### src/hdl/pdr_pkg.sv
// pdr_pkg: shared constants, types and the channel word decoder for the
// downmix and 24 kHz resampler. No dependencies.
`default_nettype none
package pdr_pkg;

    localparam int MAX_CHANNELS      = 8;
    localparam int MAX_PACKET_FRAMES = 4096;
    localparam int OUT_RATE          = 24000;
    localparam int MAX_OUT           = 3;

    localparam int WORD_W  = 32;
    localparam int FR_W    = 13;
    localparam int POS_W   = 12;
    localparam int IDX_W   = 14;
    localparam int RATE_W  = 19;
    localparam int NCH_W   = 4;
    localparam int CH_W    = $clog2(MAX_CHANNELS);
    localparam int F24_W   = 27;
    localparam int ACC_W   = 35;
    localparam int SUM_W   = 36;
    localparam int NUM_W   = 49;
    localparam int Q_W     = 16;
    localparam int K_W     = 4;
    localparam int CNT_W   = 2;
    localparam int SMP_W   = 16;
    localparam int CFG_W   = 19;
    localparam int CIDX_W  = 2;

    typedef enum logic [1:0] {
        FMT_FLOAT32,
        FMT_PCM16,
        FMT_PCM32,
        FMT_NONE
    } t_fmt;

    typedef enum logic [CIDX_W-1:0] {
        REG_FORMAT,
        REG_CHANNELS,
        REG_RATE,
        REG_SPARE
    } t_reg;

    typedef struct packed {
        logic load;
        logic setup;
        logic acc_step;
        logic scale;
        logic div_step;
        logic round;
        logic emit;
        logic commit;
    } t_cmd;

    typedef struct packed {
        logic zero;
        logic active;
        logic ch_last;
        logic div_last;
        logic emit_ok;
        logic run_end;
        logic out_free;
    } t_stat;

    // Q2.30 value of one channel word
    function automatic logic signed [31:0] decode_word(input t_fmt fmt,
                                                       input logic [31:0] w);
        logic [7:0]  e;
        logic [22:0] m;
        logic [23:0] full;
        logic [30:0] mag;
        logic [4:0]  rs;
        logic [23:0] q;
        logic [23:0] rem;
        logic [23:0] half;
        logic [32:0] s_abs;
        logic signed [31:0] res;
        e     = w[30:23];
        m     = w[22:0];
        full  = {1'b1, m};
        mag   = '0;
        rs    = '0;
        q     = '0;
        rem   = '0;
        half  = '0;
        s_abs = '0;
        res   = '0;
        unique case (fmt)
            FMT_FLOAT32: begin
                if (e == 8'hFF && m != 23'd0) begin
                    mag = '0;
                end else if (e >= 8'd127) begin
                    mag = 31'h4000_0000;
                end else if (e == 8'd0) begin
                    mag = '0;
                end else if (e >= 8'd120) begin
                    mag = 31'(full) << (e - 8'd120);
                end else if (e < 8'd96) begin
                    mag = '0;
                end else begin
                    rs   = 5'(8'd120 - e);
                    q    = full >> rs;
                    rem  = full & ((24'd1 << rs) - 24'd1);
                    half = 24'd1 << (rs - 5'd1);
                    if (rem > half || (rem == half && q[0])) begin
                        q = q + 24'd1;
                    end
                    mag = 31'(q);
                end
                res = w[31] ? -$signed({1'b0, mag}) : $signed({1'b0, mag});
            end
            FMT_PCM16: begin
                res = $signed({w[15], w[15:0], 15'b0});
            end
            FMT_PCM32: begin
                s_abs = w[31] ? (33'h1_0000_0000 - {1'b0, w}) : {1'b0, w};
                mag   = 31'(s_abs[32:1] + 32'(s_abs[1] & s_abs[0]));
                res   = w[31] ? -$signed({1'b0, mag}) : $signed({1'b0, mag});
            end
            FMT_NONE: begin
                res = '0;
            end
        endcase
        return res;
    endfunction

endpackage
`default_nettype wire

### src/hdl/pcm_downmix_resample_24k.sv
// pcm_downmix_resample_24k: top level, joins pdr_ctrl and pdr_dp.
// Depends on pdr_pkg, pdr_ctrl, pdr_dp.
//
//  channel  direction  handshake             payload
//  in       request    i_valid / o_stall     i_chan0..7_word, i_packet_frames, i_packet_silent
//  out      request    o_valid / i_stall     o_mono_sample, o_run_last, o_packet_last
//  cfg      write      i_cfg_we              i_cfg_index, i_cfg_data
//
// A frame that makes no sample (silent, zero frames, zero rate or channels)
// goes straight to commit; else its N channels are decoded one a cycle, a
// 16-step quotient divider runs, then M (0..3) output requests follow.
// o_stall is high from acceptance until the frame's commit cycle.
// A stalled output holds; the next request waits for it to be taken.
// Synchronous active-low reset; no clearing pass.
`default_nettype none
module pcm_downmix_resample_24k (
    input  wire logic                          i_clk,
    input  wire logic                          i_rst_n,
    input  wire logic                          i_cfg_we,
    input  wire logic [pdr_pkg::CIDX_W-1:0]    i_cfg_index,
    input  wire logic [pdr_pkg::CFG_W-1:0]     i_cfg_data,
    input  wire logic                          i_valid,
    output logic                               o_stall,
    input  wire logic [pdr_pkg::WORD_W-1:0]    i_chan0_word,
    input  wire logic [pdr_pkg::WORD_W-1:0]    i_chan1_word,
    input  wire logic [pdr_pkg::WORD_W-1:0]    i_chan2_word,
    input  wire logic [pdr_pkg::WORD_W-1:0]    i_chan3_word,
    input  wire logic [pdr_pkg::WORD_W-1:0]    i_chan4_word,
    input  wire logic [pdr_pkg::WORD_W-1:0]    i_chan5_word,
    input  wire logic [pdr_pkg::WORD_W-1:0]    i_chan6_word,
    input  wire logic [pdr_pkg::WORD_W-1:0]    i_chan7_word,
    input  wire logic [pdr_pkg::FR_W-1:0]      i_packet_frames,
    input  wire logic                          i_packet_silent,
    output logic                               o_valid,
    input  wire logic                          i_stall,
    output logic signed [pdr_pkg::SMP_W-1:0]   o_mono_sample,
    output logic                               o_run_last,
    output logic                               o_packet_last
);

    pdr_pkg::t_cmd  cmd;
    pdr_pkg::t_stat stat;

    pdr_ctrl u_ctrl (
        .i_clk   (i_clk),
        .i_rst_n (i_rst_n),
        .i_valid (i_valid),
        .o_stall (o_stall),
        .i_stat  (stat),
        .o_cmd   (cmd)
    );

    pdr_dp u_dp (
        .i_clk           (i_clk),
        .i_rst_n         (i_rst_n),
        .i_cfg_we        (i_cfg_we),
        .i_cfg_index     (i_cfg_index),
        .i_cfg_data      (i_cfg_data),
        .i_chan0_word    (i_chan0_word),
        .i_chan1_word    (i_chan1_word),
        .i_chan2_word    (i_chan2_word),
        .i_chan3_word    (i_chan3_word),
        .i_chan4_word    (i_chan4_word),
        .i_chan5_word    (i_chan5_word),
        .i_chan6_word    (i_chan6_word),
        .i_chan7_word    (i_chan7_word),
        .i_packet_frames (i_packet_frames),
        .i_packet_silent (i_packet_silent),
        .i_stall         (i_stall),
        .i_cmd           (cmd),
        .o_stat          (stat),
        .o_valid         (o_valid),
        .o_mono_sample   (o_mono_sample),
        .o_run_last      (o_run_last),
        .o_packet_last   (o_packet_last)
    );

endmodule
`default_nettype wire

### src/hdl/pdr_ctrl.sv
// pdr_ctrl: sequencer for one source frame: setup, channel accumulate,
// scale, divide, round, emit, commit. Depends on pdr_pkg.
`default_nettype none
module pdr_ctrl (
    input  wire logic          i_clk,
    input  wire logic          i_rst_n,
    input  wire logic          i_valid,
    output logic               o_stall,
    input  pdr_pkg::t_stat     i_stat,
    output pdr_pkg::t_cmd      o_cmd
);

    typedef enum logic [2:0] {
        S_IDLE,
        S_SETUP,
        S_ACCUM,
        S_SCALE,
        S_DIVIDE,
        S_ROUND,
        S_EMIT,
        S_COMMIT
    } t_state;

    t_state r_state;
    t_state n_state;

    always_comb begin
        o_cmd   = '0;
        n_state = r_state;
        unique case (r_state)
            S_IDLE: begin
                o_cmd.load = i_valid;
                if (i_valid) begin
                    n_state = S_SETUP;
                end
            end
            S_SETUP: begin
                o_cmd.setup = 1'b1;
                n_state     = S_ACCUM;
            end
            S_ACCUM: begin
                if (i_stat.zero || !i_stat.active) begin
                    n_state = S_COMMIT;
                end else begin
                    o_cmd.acc_step = 1'b1;
                    if (i_stat.ch_last) begin
                        n_state = S_SCALE;
                    end
                end
            end
            S_SCALE: begin
                o_cmd.scale = 1'b1;
                n_state     = S_DIVIDE;
            end
            S_DIVIDE: begin
                o_cmd.div_step = 1'b1;
                if (i_stat.div_last) begin
                    n_state = S_ROUND;
                end
            end
            S_ROUND: begin
                o_cmd.round = 1'b1;
                n_state     = S_EMIT;
            end
            S_EMIT: begin
                if (!i_stat.emit_ok) begin
                    n_state = S_COMMIT;
                end else if (i_stat.out_free) begin
                    o_cmd.emit = 1'b1;
                    if (i_stat.run_end) begin
                        n_state = S_COMMIT;
                    end
                end
            end
            S_COMMIT: begin
                o_cmd.commit = 1'b1;
                n_state      = S_IDLE;
            end
        endcase
    end

    always_ff @(posedge i_clk) begin
        if (!i_rst_n) begin
            r_state <= S_IDLE;
        end else begin
            r_state <= n_state;
        end
    end

    assign o_stall = (r_state != S_IDLE);

endmodule
`default_nettype wire

### src/hdl/pdr_dp.sv
// pdr_dp: datapath: configuration, frame capture, serial channel decode and
// sum, 16-step quotient divider, output indexing and the output request
// register. Depends on pdr_pkg.
`default_nettype none
module pdr_dp (
    input  wire logic                          i_clk,
    input  wire logic                          i_rst_n,
    input  wire logic                          i_cfg_we,
    input  wire logic [pdr_pkg::CIDX_W-1:0]    i_cfg_index,
    input  wire logic [pdr_pkg::CFG_W-1:0]     i_cfg_data,
    input  wire logic [pdr_pkg::WORD_W-1:0]    i_chan0_word,
    input  wire logic [pdr_pkg::WORD_W-1:0]    i_chan1_word,
    input  wire logic [pdr_pkg::WORD_W-1:0]    i_chan2_word,
    input  wire logic [pdr_pkg::WORD_W-1:0]    i_chan3_word,
    input  wire logic [pdr_pkg::WORD_W-1:0]    i_chan4_word,
    input  wire logic [pdr_pkg::WORD_W-1:0]    i_chan5_word,
    input  wire logic [pdr_pkg::WORD_W-1:0]    i_chan6_word,
    input  wire logic [pdr_pkg::WORD_W-1:0]    i_chan7_word,
    input  wire logic [pdr_pkg::FR_W-1:0]      i_packet_frames,
    input  wire logic                          i_packet_silent,
    input  wire logic                          i_stall,
    input  pdr_pkg::t_cmd                      i_cmd,
    output pdr_pkg::t_stat                     o_stat,
    output logic                               o_valid,
    output logic signed [pdr_pkg::SMP_W-1:0]   o_mono_sample,
    output logic                               o_run_last,
    output logic                               o_packet_last
);

    pdr_pkg::t_fmt                     r_fmt;
    logic [pdr_pkg::NCH_W-1:0]         r_cfg_nch;
    logic [pdr_pkg::RATE_W-1:0]        r_rate;

    logic [pdr_pkg::WORD_W-1:0]        r_word [pdr_pkg::MAX_CHANNELS];
    logic [pdr_pkg::FR_W-1:0]          r_frames;
    logic                              r_silent;

    logic [pdr_pkg::POS_W-1:0]         r_pos;
    logic [pdr_pkg::IDX_W-1:0]         r_idx;

    logic [pdr_pkg::NCH_W-1:0]         r_nch;
    logic [pdr_pkg::F24_W-1:0]         r_f24;
    logic [pdr_pkg::F24_W-1:0]         r_p24;
    logic [pdr_pkg::ACC_W-1:0]         r_acc;
    logic                              r_last;
    logic                              r_zero;
    logic                              r_active;

    logic [pdr_pkg::CH_W-1:0]          r_ch;
    logic signed [pdr_pkg::SUM_W-1:0]  r_sum;
    logic                              r_neg;
    logic [pdr_pkg::NUM_W-1:0]         r_rem;
    logic [pdr_pkg::Q_W-1:0]           r_q;
    logic [pdr_pkg::K_W-1:0]           r_k;
    logic signed [pdr_pkg::SMP_W-1:0]  r_sample;
    logic [pdr_pkg::CNT_W-1:0]         r_cnt;

    logic [pdr_pkg::FR_W-1:0]          fs;
    logic [pdr_pkg::NCH_W-1:0]         nch_sat;
    logic [pdr_pkg::FR_W-1:0]          pos_inc;
    logic signed [31:0]                dec;
    logic [pdr_pkg::SUM_W-2:0]         abs_sum;
    logic [pdr_pkg::NUM_W-1:0]         trial;
    logic [33:0]                       div_d;
    logic [34:0]                       rem2;
    logic                              up;
    logic [pdr_pkg::Q_W:0]             qq;
    logic [14:0]                       mag;
    logic [pdr_pkg::ACC_W-1:0]         acc_r1;
    logic [pdr_pkg::ACC_W-1:0]         acc_r2;
    logic                              next_ok;

    always_comb begin
        if (r_frames > pdr_pkg::FR_W'(pdr_pkg::MAX_PACKET_FRAMES)) begin
            fs = pdr_pkg::FR_W'(pdr_pkg::MAX_PACKET_FRAMES);
        end else begin
            fs = r_frames;
        end
        nch_sat = (r_cfg_nch > pdr_pkg::NCH_W'(pdr_pkg::MAX_CHANNELS))
                  ? pdr_pkg::NCH_W'(pdr_pkg::MAX_CHANNELS) : r_cfg_nch;
        pos_inc = pdr_pkg::FR_W'(r_pos) + pdr_pkg::FR_W'(1);
        dec     = pdr_pkg::decode_word(r_fmt, r_word[r_ch]);
        abs_sum = r_sum[pdr_pkg::SUM_W-1] ? (pdr_pkg::SUM_W-1)'(-r_sum)
                                          : (pdr_pkg::SUM_W-1)'(r_sum);
        trial   = pdr_pkg::NUM_W'(r_nch) << (6'd30 + 6'(r_k));
        div_d   = {r_nch, 30'b0};
        rem2    = {r_rem[33:0], 1'b0};
        up      = (rem2 > {1'b0, div_d}) || (rem2 == {1'b0, div_d} && r_q[0]);
        qq      = {1'b0, r_q} + (pdr_pkg::Q_W+1)'(up);
        mag     = (qq > 17'd32767) ? 15'h7FFF : qq[14:0];
        acc_r1  = r_acc + pdr_pkg::ACC_W'(r_rate);
        acc_r2  = acc_r1 + pdr_pkg::ACC_W'(r_rate);
        next_ok = (r_cnt < pdr_pkg::CNT_W'(pdr_pkg::MAX_OUT - 1))
                  && (acc_r2 <= pdr_pkg::ACC_W'(r_f24))
                  && (acc_r1 < pdr_pkg::ACC_W'(r_p24));
    end

    always_comb begin
        o_stat          = '0;
        o_stat.zero     = r_zero;
        o_stat.active   = r_active;
        o_stat.ch_last  = ({1'b0, r_ch} == (r_nch - pdr_pkg::NCH_W'(1)));
        o_stat.div_last = (r_k == '0);
        o_stat.emit_ok  = ((r_idx == '0) || (acc_r1 <= pdr_pkg::ACC_W'(r_f24)))
                          && (r_acc < pdr_pkg::ACC_W'(r_p24));
        o_stat.run_end  = !next_ok;
        o_stat.out_free = !o_valid || !i_stall;
    end

    always_ff @(posedge i_clk) begin
        if (!i_rst_n) begin
            r_fmt     <= pdr_pkg::FMT_PCM16;
            r_cfg_nch <= pdr_pkg::NCH_W'(2);
            r_rate    <= pdr_pkg::RATE_W'(48000);
        end else if (i_cfg_we) begin
            if (i_cfg_index == pdr_pkg::REG_FORMAT) begin
                r_fmt <= pdr_pkg::t_fmt'(i_cfg_data[1:0]);
            end else if (i_cfg_index == pdr_pkg::REG_CHANNELS) begin
                r_cfg_nch <= i_cfg_data[pdr_pkg::NCH_W-1:0];
            end else if (i_cfg_index == pdr_pkg::REG_RATE) begin
                r_rate <= i_cfg_data[pdr_pkg::RATE_W-1:0];
            end
        end
    end

    always_ff @(posedge i_clk) begin
        if (i_cmd.load) begin
            r_word[0] <= i_chan0_word;
            r_word[1] <= i_chan1_word;
            r_word[2] <= i_chan2_word;
            r_word[3] <= i_chan3_word;
            r_word[4] <= i_chan4_word;
            r_word[5] <= i_chan5_word;
            r_word[6] <= i_chan6_word;
            r_word[7] <= i_chan7_word;
            r_frames  <= i_packet_frames;
            r_silent  <= i_packet_silent;
        end
        if (i_cmd.setup) begin
            r_nch    <= nch_sat;
            r_f24    <= pdr_pkg::F24_W'(fs) * pdr_pkg::F24_W'(pdr_pkg::OUT_RATE);
            r_p24    <= pdr_pkg::F24_W'(pos_inc) * pdr_pkg::F24_W'(pdr_pkg::OUT_RATE);
            r_acc    <= pdr_pkg::ACC_W'(r_idx) * pdr_pkg::ACC_W'(r_rate);
            r_last   <= (pos_inc >= fs);
            r_zero   <= (r_frames == '0);
            r_active <= !r_silent && (r_rate != '0) && (nch_sat != '0);
            r_sum    <= '0;
            r_ch     <= '0;
        end
        if (i_cmd.acc_step) begin
            r_sum <= r_sum + pdr_pkg::SUM_W'(dec);
            r_ch  <= r_ch + pdr_pkg::CH_W'(1);
        end
        if (i_cmd.scale) begin
            r_neg <= r_sum[pdr_pkg::SUM_W-1];
            r_rem <= (pdr_pkg::NUM_W'(abs_sum) << 15) - pdr_pkg::NUM_W'(abs_sum);
            r_q   <= '0;
            r_k   <= pdr_pkg::K_W'(pdr_pkg::Q_W - 1);
        end
        if (i_cmd.div_step) begin
            if (r_rem >= trial) begin
                r_rem    <= r_rem - trial;
                r_q[r_k] <= 1'b1;
            end
            r_k <= r_k - pdr_pkg::K_W'(1);
        end
        if (i_cmd.round) begin
            r_sample <= r_neg ? -$signed({1'b0, mag}) : $signed({1'b0, mag});
            r_cnt    <= '0;
        end
        if (i_cmd.emit) begin
            r_acc         <= acc_r1;
            r_cnt         <= r_cnt + pdr_pkg::CNT_W'(1);
            o_mono_sample <= r_sample;
            o_run_last    <= !next_ok;
            o_packet_last <= (acc_r2 > pdr_pkg::ACC_W'(r_f24));
        end
    end

    always_ff @(posedge i_clk) begin
        if (!i_rst_n) begin
            r_pos   <= '0;
            r_idx   <= '0;
            o_valid <= 1'b0;
        end else begin
            if (i_cmd.emit) begin
                o_valid <= 1'b1;
                r_idx   <= r_idx + pdr_pkg::IDX_W'(1);
            end else if (o_valid && !i_stall) begin
                o_valid <= 1'b0;
            end
            if (i_cmd.commit) begin
                if (r_zero || r_last) begin
                    r_pos <= '0;
                    r_idx <= '0;
                end else begin
                    r_pos <= r_pos + pdr_pkg::POS_W'(1);
                end
            end
        end
    end

    a_emit_free: assert property (@(posedge i_clk) disable iff (!i_rst_n)
        i_cmd.emit |-> (!o_valid || !i_stall))
        else $error("request issued over a held output");

    a_rem_bound: assert property (@(posedge i_clk) disable iff (!i_rst_n)
        i_cmd.round |-> (r_rem < pdr_pkg::NUM_W'(div_d)))
        else $error("divider remainder not below divisor");

    a_emit_count: assert property (@(posedge i_clk) disable iff (!i_rst_n)
        i_cmd.emit |-> (r_cnt < pdr_pkg::CNT_W'(pdr_pkg::MAX_OUT)))
        else $error("too many requests for one frame");

    a_no_min: assert property (@(posedge i_clk) disable iff (!i_rst_n)
        $rose(o_valid) |-> (o_mono_sample != 16'sh8000))
        else $error("sample outside symmetric range");

endmodule
`default_nettype wire
### config.mk
export PLATFORM = sky130hd
export DESIGN_NAME = pcm_downmix_resample_24k
export DESIGN_NICKNAME = d
export VERILOG_FILES = /design/src/hdl/pdr_pkg.sv /design/src/hdl/pcm_downmix_resample_24k.sv /design/src/hdl/pdr_ctrl.sv /design/src/hdl/pdr_dp.sv
export SDC_FILE = /design/constraint.sdc
export NUM_CORES = 2
export LEC_CHECK = 0
export BUFFER_PORTS_ARGS = -buffer_cell sky130_fd_sc_hd__buf_2
export CAP_MARGIN = 0
export CORE_ASPECT_RATIO = 0.75
export CORE_UTILIZATION = 35
export CTS_CLUSTER_DIAMETER = 120
export DETAILED_ROUTE_END_ITERATION = 16
export HOLD_SLACK_MARGIN = 0.05
export PLACE_DENSITY_LB_ADDON = 0.08
export SLEW_MARGIN = 20
export SYNTH_ARGS = -nofsm -noshare
export SYNTH_HDL_FRONTEND = slang
export SYNTH_SLANG_ARGS = --single-unit
### constraint.sdc
create_clock -name i_clk -period 18.4 [get_ports i_clk]
set_input_delay 2.76 -clock i_clk [delete_from_list [all_inputs] [get_ports i_clk]]
set_output_delay 2.76 -clock i_clk [all_outputs]
set_load 0.02 [all_outputs]
* Word-level counts from Yosys, hierarchy flattened
Memory sizes are Yosys's and may differ from the RTL's. A register that Yosys moved wholly into a read port is not among the register bits.
Cells that the tools add are included.
W data, S select, Z words.
** Word-level totals
- Flip-flop bits (word level) :: 298
- RAM bits :: 256
- Output and inout bits :: 20
- Memories kept :: 1
** Cells by class
- Add/sub/neg operators :: 25
- $mul :: 3
- Magnitude comparators :: 18
- Equality and inequality tests :: 21
- Shifts and indexed selects :: 5
- Multiplexer cells :: 62
- Bitwise logic cells :: 5
- Reductions and logical operators :: 41
** Memory list
- u_dp.r_word :: words 8, bits a word 32, rd ports 1, clocked after Yosys merged registers in 1, write ports 8, line pdr_dp.sv:34 : logic [pdr_pkg::WORD_W-1:0] r_word [pdr_pkg::MAX_CHANNELS];
** Operators by type and width (number)
- $mux W31 :: 5
- $mux W49 :: 3
- $pmux W32 S4 :: 1
- $mux W35 :: 3
- $mux W32 :: 3
- $mux W36 :: 2
- $add A35 B19 Y35 :: 2
- $le A35 B27 Y1 :: 2
- $lt A35 B27 Y1 :: 2
- $neg A31 Y32 :: 2
- $ge A49 B49 Y1 :: 1
- $shl A4 B6 Y49 :: 1
- $sub A49 B35 Y49 :: 1
- $sub A49 B49 Y49 :: 1
- $mux W16 :: 3
- $mux W24 :: 2
- $shl A1 B5 Y24 const A :: 2
- $mul A13 B9 Y21 const B :: 2
- $mux W14 :: 3
- $add A36 B32 Y36 :: 1
- $gt A35 B27 Y1 :: 1
- $gt A35 B34 Y1 :: 1
- $neg A35 Y35 :: 1
- $eq A34 B33 Y1 :: 1
- other kinds (71) :: 134

* Logic depth before layout (Yosys ltp)
- Depth after elaboration :: 19
- Depth in mapped cells :: 57
- Depth with buffers taken out :: 49

* Modules after synthesis
From an unflattened synthesis, not the netlist that was laid out.
** Second synthesis, totals
- Cell total of the unflattened synthesis :: 6083
- Area total of the unflattened synthesis :: 56573.0 um^2
** By module, submodules not included
- pdr_dp :: times used 1, cells an instance 6054, area an instance 56365.3 um^2, seq. area each 15434.8 um^2
- pdr_ctrl :: times used 1, cells an instance 29, area an instance 207.7 um^2, seq. area each 60.1 um^2

* Least setup slack after synthesis
OpenSTA, ideal clock, no wires.
- Path kind :: input to register
- Start :: in i_valid
- End :: reg u_dp.r_frames[0] in the netlist's numbering (enable)
- Setup time :: 0.908 ns
- Arrival :: 13.899 ns
- Setup slack :: 3.594 ns
- Stages on the path :: 2
- Buffers on the path :: 0
- Cells stage by stage :: inv_1 > nor2_1
** RTL lines
- start, declared :: line pcm_downmix_resample_24k.sv:22 : input wire logic i_valid,
- end signal, assigned :: line pdr_dp.sv:136 : r_frames <= i_packet_frames;
- end, declared :: line pdr_dp.sv:35 : logic [pdr_pkg::FR_W-1:0] r_frames;

==> flow_metrics.tcl <==
set metrics [dict create \
    status "complete, no violations" \
    yosysSeqAreaShare_pct 27.5 \
    path_class "flop to flop" \
    grt_max_degree 71 \
    path_clk_slew_ns 0.06 \
    period_share_pct 76.8 \
    drtAntennaViolNets 0 \
    place.gp.congestion 0.944 \
    syn_area_per_cell_um2 9.29 \
    r2r_slack_ns 4.27 \
    drv_cap 0 \
    die_w_um 465 \
    syn-cell-area_um2 56400 \
    cp-end-kind "flop" \
    routedWlPerCell_um 24.2 \
    worstSkewPairLatency_ns 0.69 \
    io_pins 316 \
    p_leak_uw 0.0268 \
    slew_violations 0 \
    cts_sinks 557 \
    drc 0 \
    post_cts_buffers 0 \
    pre_cts_ws_ns 4.31 \
    cts_htree_levels 3 \
    ys.flop_type "edfxtp_1" \
    hold_class "flop to flop" \
    syn_to_final_growth_pct 11.4 \
    ir_worst_vdd_uv 73.1 \
    chipHeight_um 350 \
    rsz0062_at_grt "no" \
    post_cts_resized 0 \
    final_cell_mix "nand2_1 (590), inv_1 (509), ha_1 (509)" \
    start_util_pct 35.3 \
    clockBufferDepth 3 \
    tns_ns 0 \
    dp_hpwl_um 162000 \
    port_buffers 315 \
    cts-root-buf "clkbuf_16" \
    cp_slowest_cell "clkinv_1" \
    dr_total_vias 47400 \
    grt_pass1_vias 45900 \
    layout_setup_ws_ns 4.27 \
    whs_ns 0.414 \
    drt_wl_total_um 206000 \
    nets 7417 \
    grt_pass1_wl_um 305000 \
    drt_iter0_markers 4520 \
    tightestPinTransition_ns 1.15 \
    core_um2 160000 \
    setup_viol_count_final 0 \
    row_count 127 \
    synth_edf_count 434 \
    clock.fmax_ghz 0.0708 \
    fillCellCount 16300 \
    slowest_delay_ns 0.92 \
    grt.overflow.total 0 \
    cts_tree "done" \
    slew_headroom_pct 22.8 \
    drtPass1Iterations 6 \
    cts_inserted_buffers 71 \
    cp.required_ns 18.82 \
    avgViaCountPerCell 5.57 \
    crit_path_end "u_dp.r_sum[34]$_SDFFCE_PN0N_" \
    drive_above_1_share_pct 11.1 \
    cts_hold_buf 0 \
    grt_usage_pct 25.0 \
    final-hold-violation-count 0 \
    synth.distinct_cells 103 \
    cp_max_fo 49 \
    fin_util_pct 39.3 \
    r2r_end "u_dp.r_sum[34]$_SDFFCE_PN0N_" \
    finalPower_uw 8530 \
    yosys_warnings 0 \
    pwr_density_cell_nw_per_um2 136 \
    synth_cells 6073 \
    critPathArrivalTime_ns 14.55 \
    finClkSkew_ns 0.0511 \
    crit_path_frequent_cell "nor2_1" \
    die-area_um2 163000 \
    antenna_found_initial 45 \
    mostFrequentLayoutCell "nand2_1" \
    period_minus_slack_ns 14.13 \
    synth_seq_cells 557 \
    worst_setup_path_start_kind "flop" \
    reg2regPathDepth 46 \
    ys_async_sr_fraction_pct 0 \
]
-- Yosys cell counts, types with 16 or more instances --
cell	number	area [um2]
a211oi_1	88	661
a21boi_0	24	180
a21o_1	109	818
a21oi_1	332	1660
a22oi_1	25	188
a31oi_1	54	338
a41oi_1	16	140
and2_1	152	951
and3_1	54	338
and4_1	17	149
buf_1	29	109
buf_2	24	120
clkbuf_1	212	796
dfxtp_1	123	2460
edfxtp_1	434	13000
fa_1	308	6170
ha_1	509	6370
inv_1	509	1910
mux2_2	31	349
mux2i_1	102	1020
mux4_1	21	552
mux4_2	50	1130
nand2_1	590	2210
nand2b_1	55	344
nand3_1	172	861
nand4_1	83	519
nor2_1	412	1550
nor2b_1	68	425
nor3_1	125	626
nor3b_1	18	135
nor4_1	47	294
o211ai_1	38	285
o21a_1	46	345
o21ai_0	253	1270
o21bai_1	55	413
o22ai_1	17	106
o31ai_1	37	278
o41ai_1	26	228
or2_2	26	163
or3_1	37	231
xnor2_1	316	2770
xor2_1	133	1160
-- where the power goes --
| group | internal, uW | total, uW | switching (uW) | leakage [uW] |
|---|---|---|---|---|
| Clock | 817 | 1450 | 632 | 0.00114 |
| Sequential | 1620 | 1770 | 151 | 0.00508 |
| Combinational | 1900 | 5310 | 3410 | 0.0205 |
-- registers in the layout, indices dropped and copies added, names as in the netlist, 12 cells and up, named ones only --
name,flops
u_dp.r_sample,16
u_dp.r_rem,49
u_dp.r_sum,36
u_dp.r_p24,21
u_dp.r_frames,13
u_dp.r_acc,35
u_dp.r_word,256
u_dp.r_f24,21
u_dp.r_idx,14
u_dp.r_rate,19
u_dp.r_pos,12
u_dp.o_mono_sample,16
u_dp.r_q,16
-- per-stage QoR --
stage | cell area, um2 | std cells
after floorplan | 56400 | 6075
after global placement | 60400 | 8359
after detailed placement | 60400 | 8359
after CTS | 62800 | 8490
after global routing | 62800 | 8505
final | 62800 | 8508
-- worst min path at each step --
stage                           startpoint                               end  cells past startpoint
6_report        u_dp.r_sample[1]$_DFFE_PP_   u_dp.o_mono_sample[1]$_DFFE_PP_                      0
3_3_place_gp    u_dp.r_sample[5]$_DFFE_PP_   u_dp.o_mono_sample[5]$_DFFE_PP_                      0
4_1_cts         u_dp.r_sample[1]$_DFFE_PP_   u_dp.o_mono_sample[1]$_DFFE_PP_                      0
3_5_place_dp    u_dp.r_sample[0]$_DFFE_PP_   u_dp.o_mono_sample[0]$_DFFE_PP_                      0
5_1_grt        u_dp.r_sample[12]$_DFFE_PP_  u_dp.o_mono_sample[12]$_DFFE_PP_                      0
2_1_floorplan   u_dp.r_sample[0]$_DFFE_PP_   u_dp.o_mono_sample[0]$_DFFE_PP_                      0
-- kinds of logic (layout without fill, tap and decap cells) --
family | after synthesis | count (layout) | synth area share [%]
compound gates | 1318 | 1318 | 15.5
xor+xnor | 449 | 449 | 6.97
fa+ha+maj | 817 | 817 | 22.2
buf+inv | 791 | 1078 | 5.52
flops | 557 | 557 | 27.5
mux | 206 | 206 | 5.49
other cells | 1 | 21 | 0.00665
simple gates | 1934 | 1934 | 16.8
-- per-layer routing --
metal	track usage (%)	share of wire (%)	routed length (um)	up-vias
li1	-	-	-	22300
met4	6.00	2.4	4950	8
met5	0	0.021	43	-
met1	35.9	47	96700	23400
met3	5.89	7.7	15800	279
met2	37.7	43	88100	1464
-- critical path: cells and delay by family, from the launching register on --
kind | cells | cell delay [ns]
flops | 1 | 0.52
xor+xnor | 2 | 0.35
compound gates | 21 | 4.98
buf+inv | 3 | 2.28
fa+ha+maj | 2 | 0.67
mux | 1 | 0.26
simple gates | 17 | 4.72
-- cell type report --
type / instances / area, um2 / share of cell area (%)
clock buffers: 95 / 1950 / 3.10
inverters: 514 / 1930 / 3.07
well taps: 2128 / 2660 / 4.24
repair buffers: 433 / 2460 / 3.92
multi-input cells: 4727 / 37900 / 60.3
flip-flops and latches: 557 / 15500 / 24.7
diodes: 18 / 45.0 / 0.0717
clock inverters: 36 / 415 / 0.661
(Power assumes the default switching activity.)
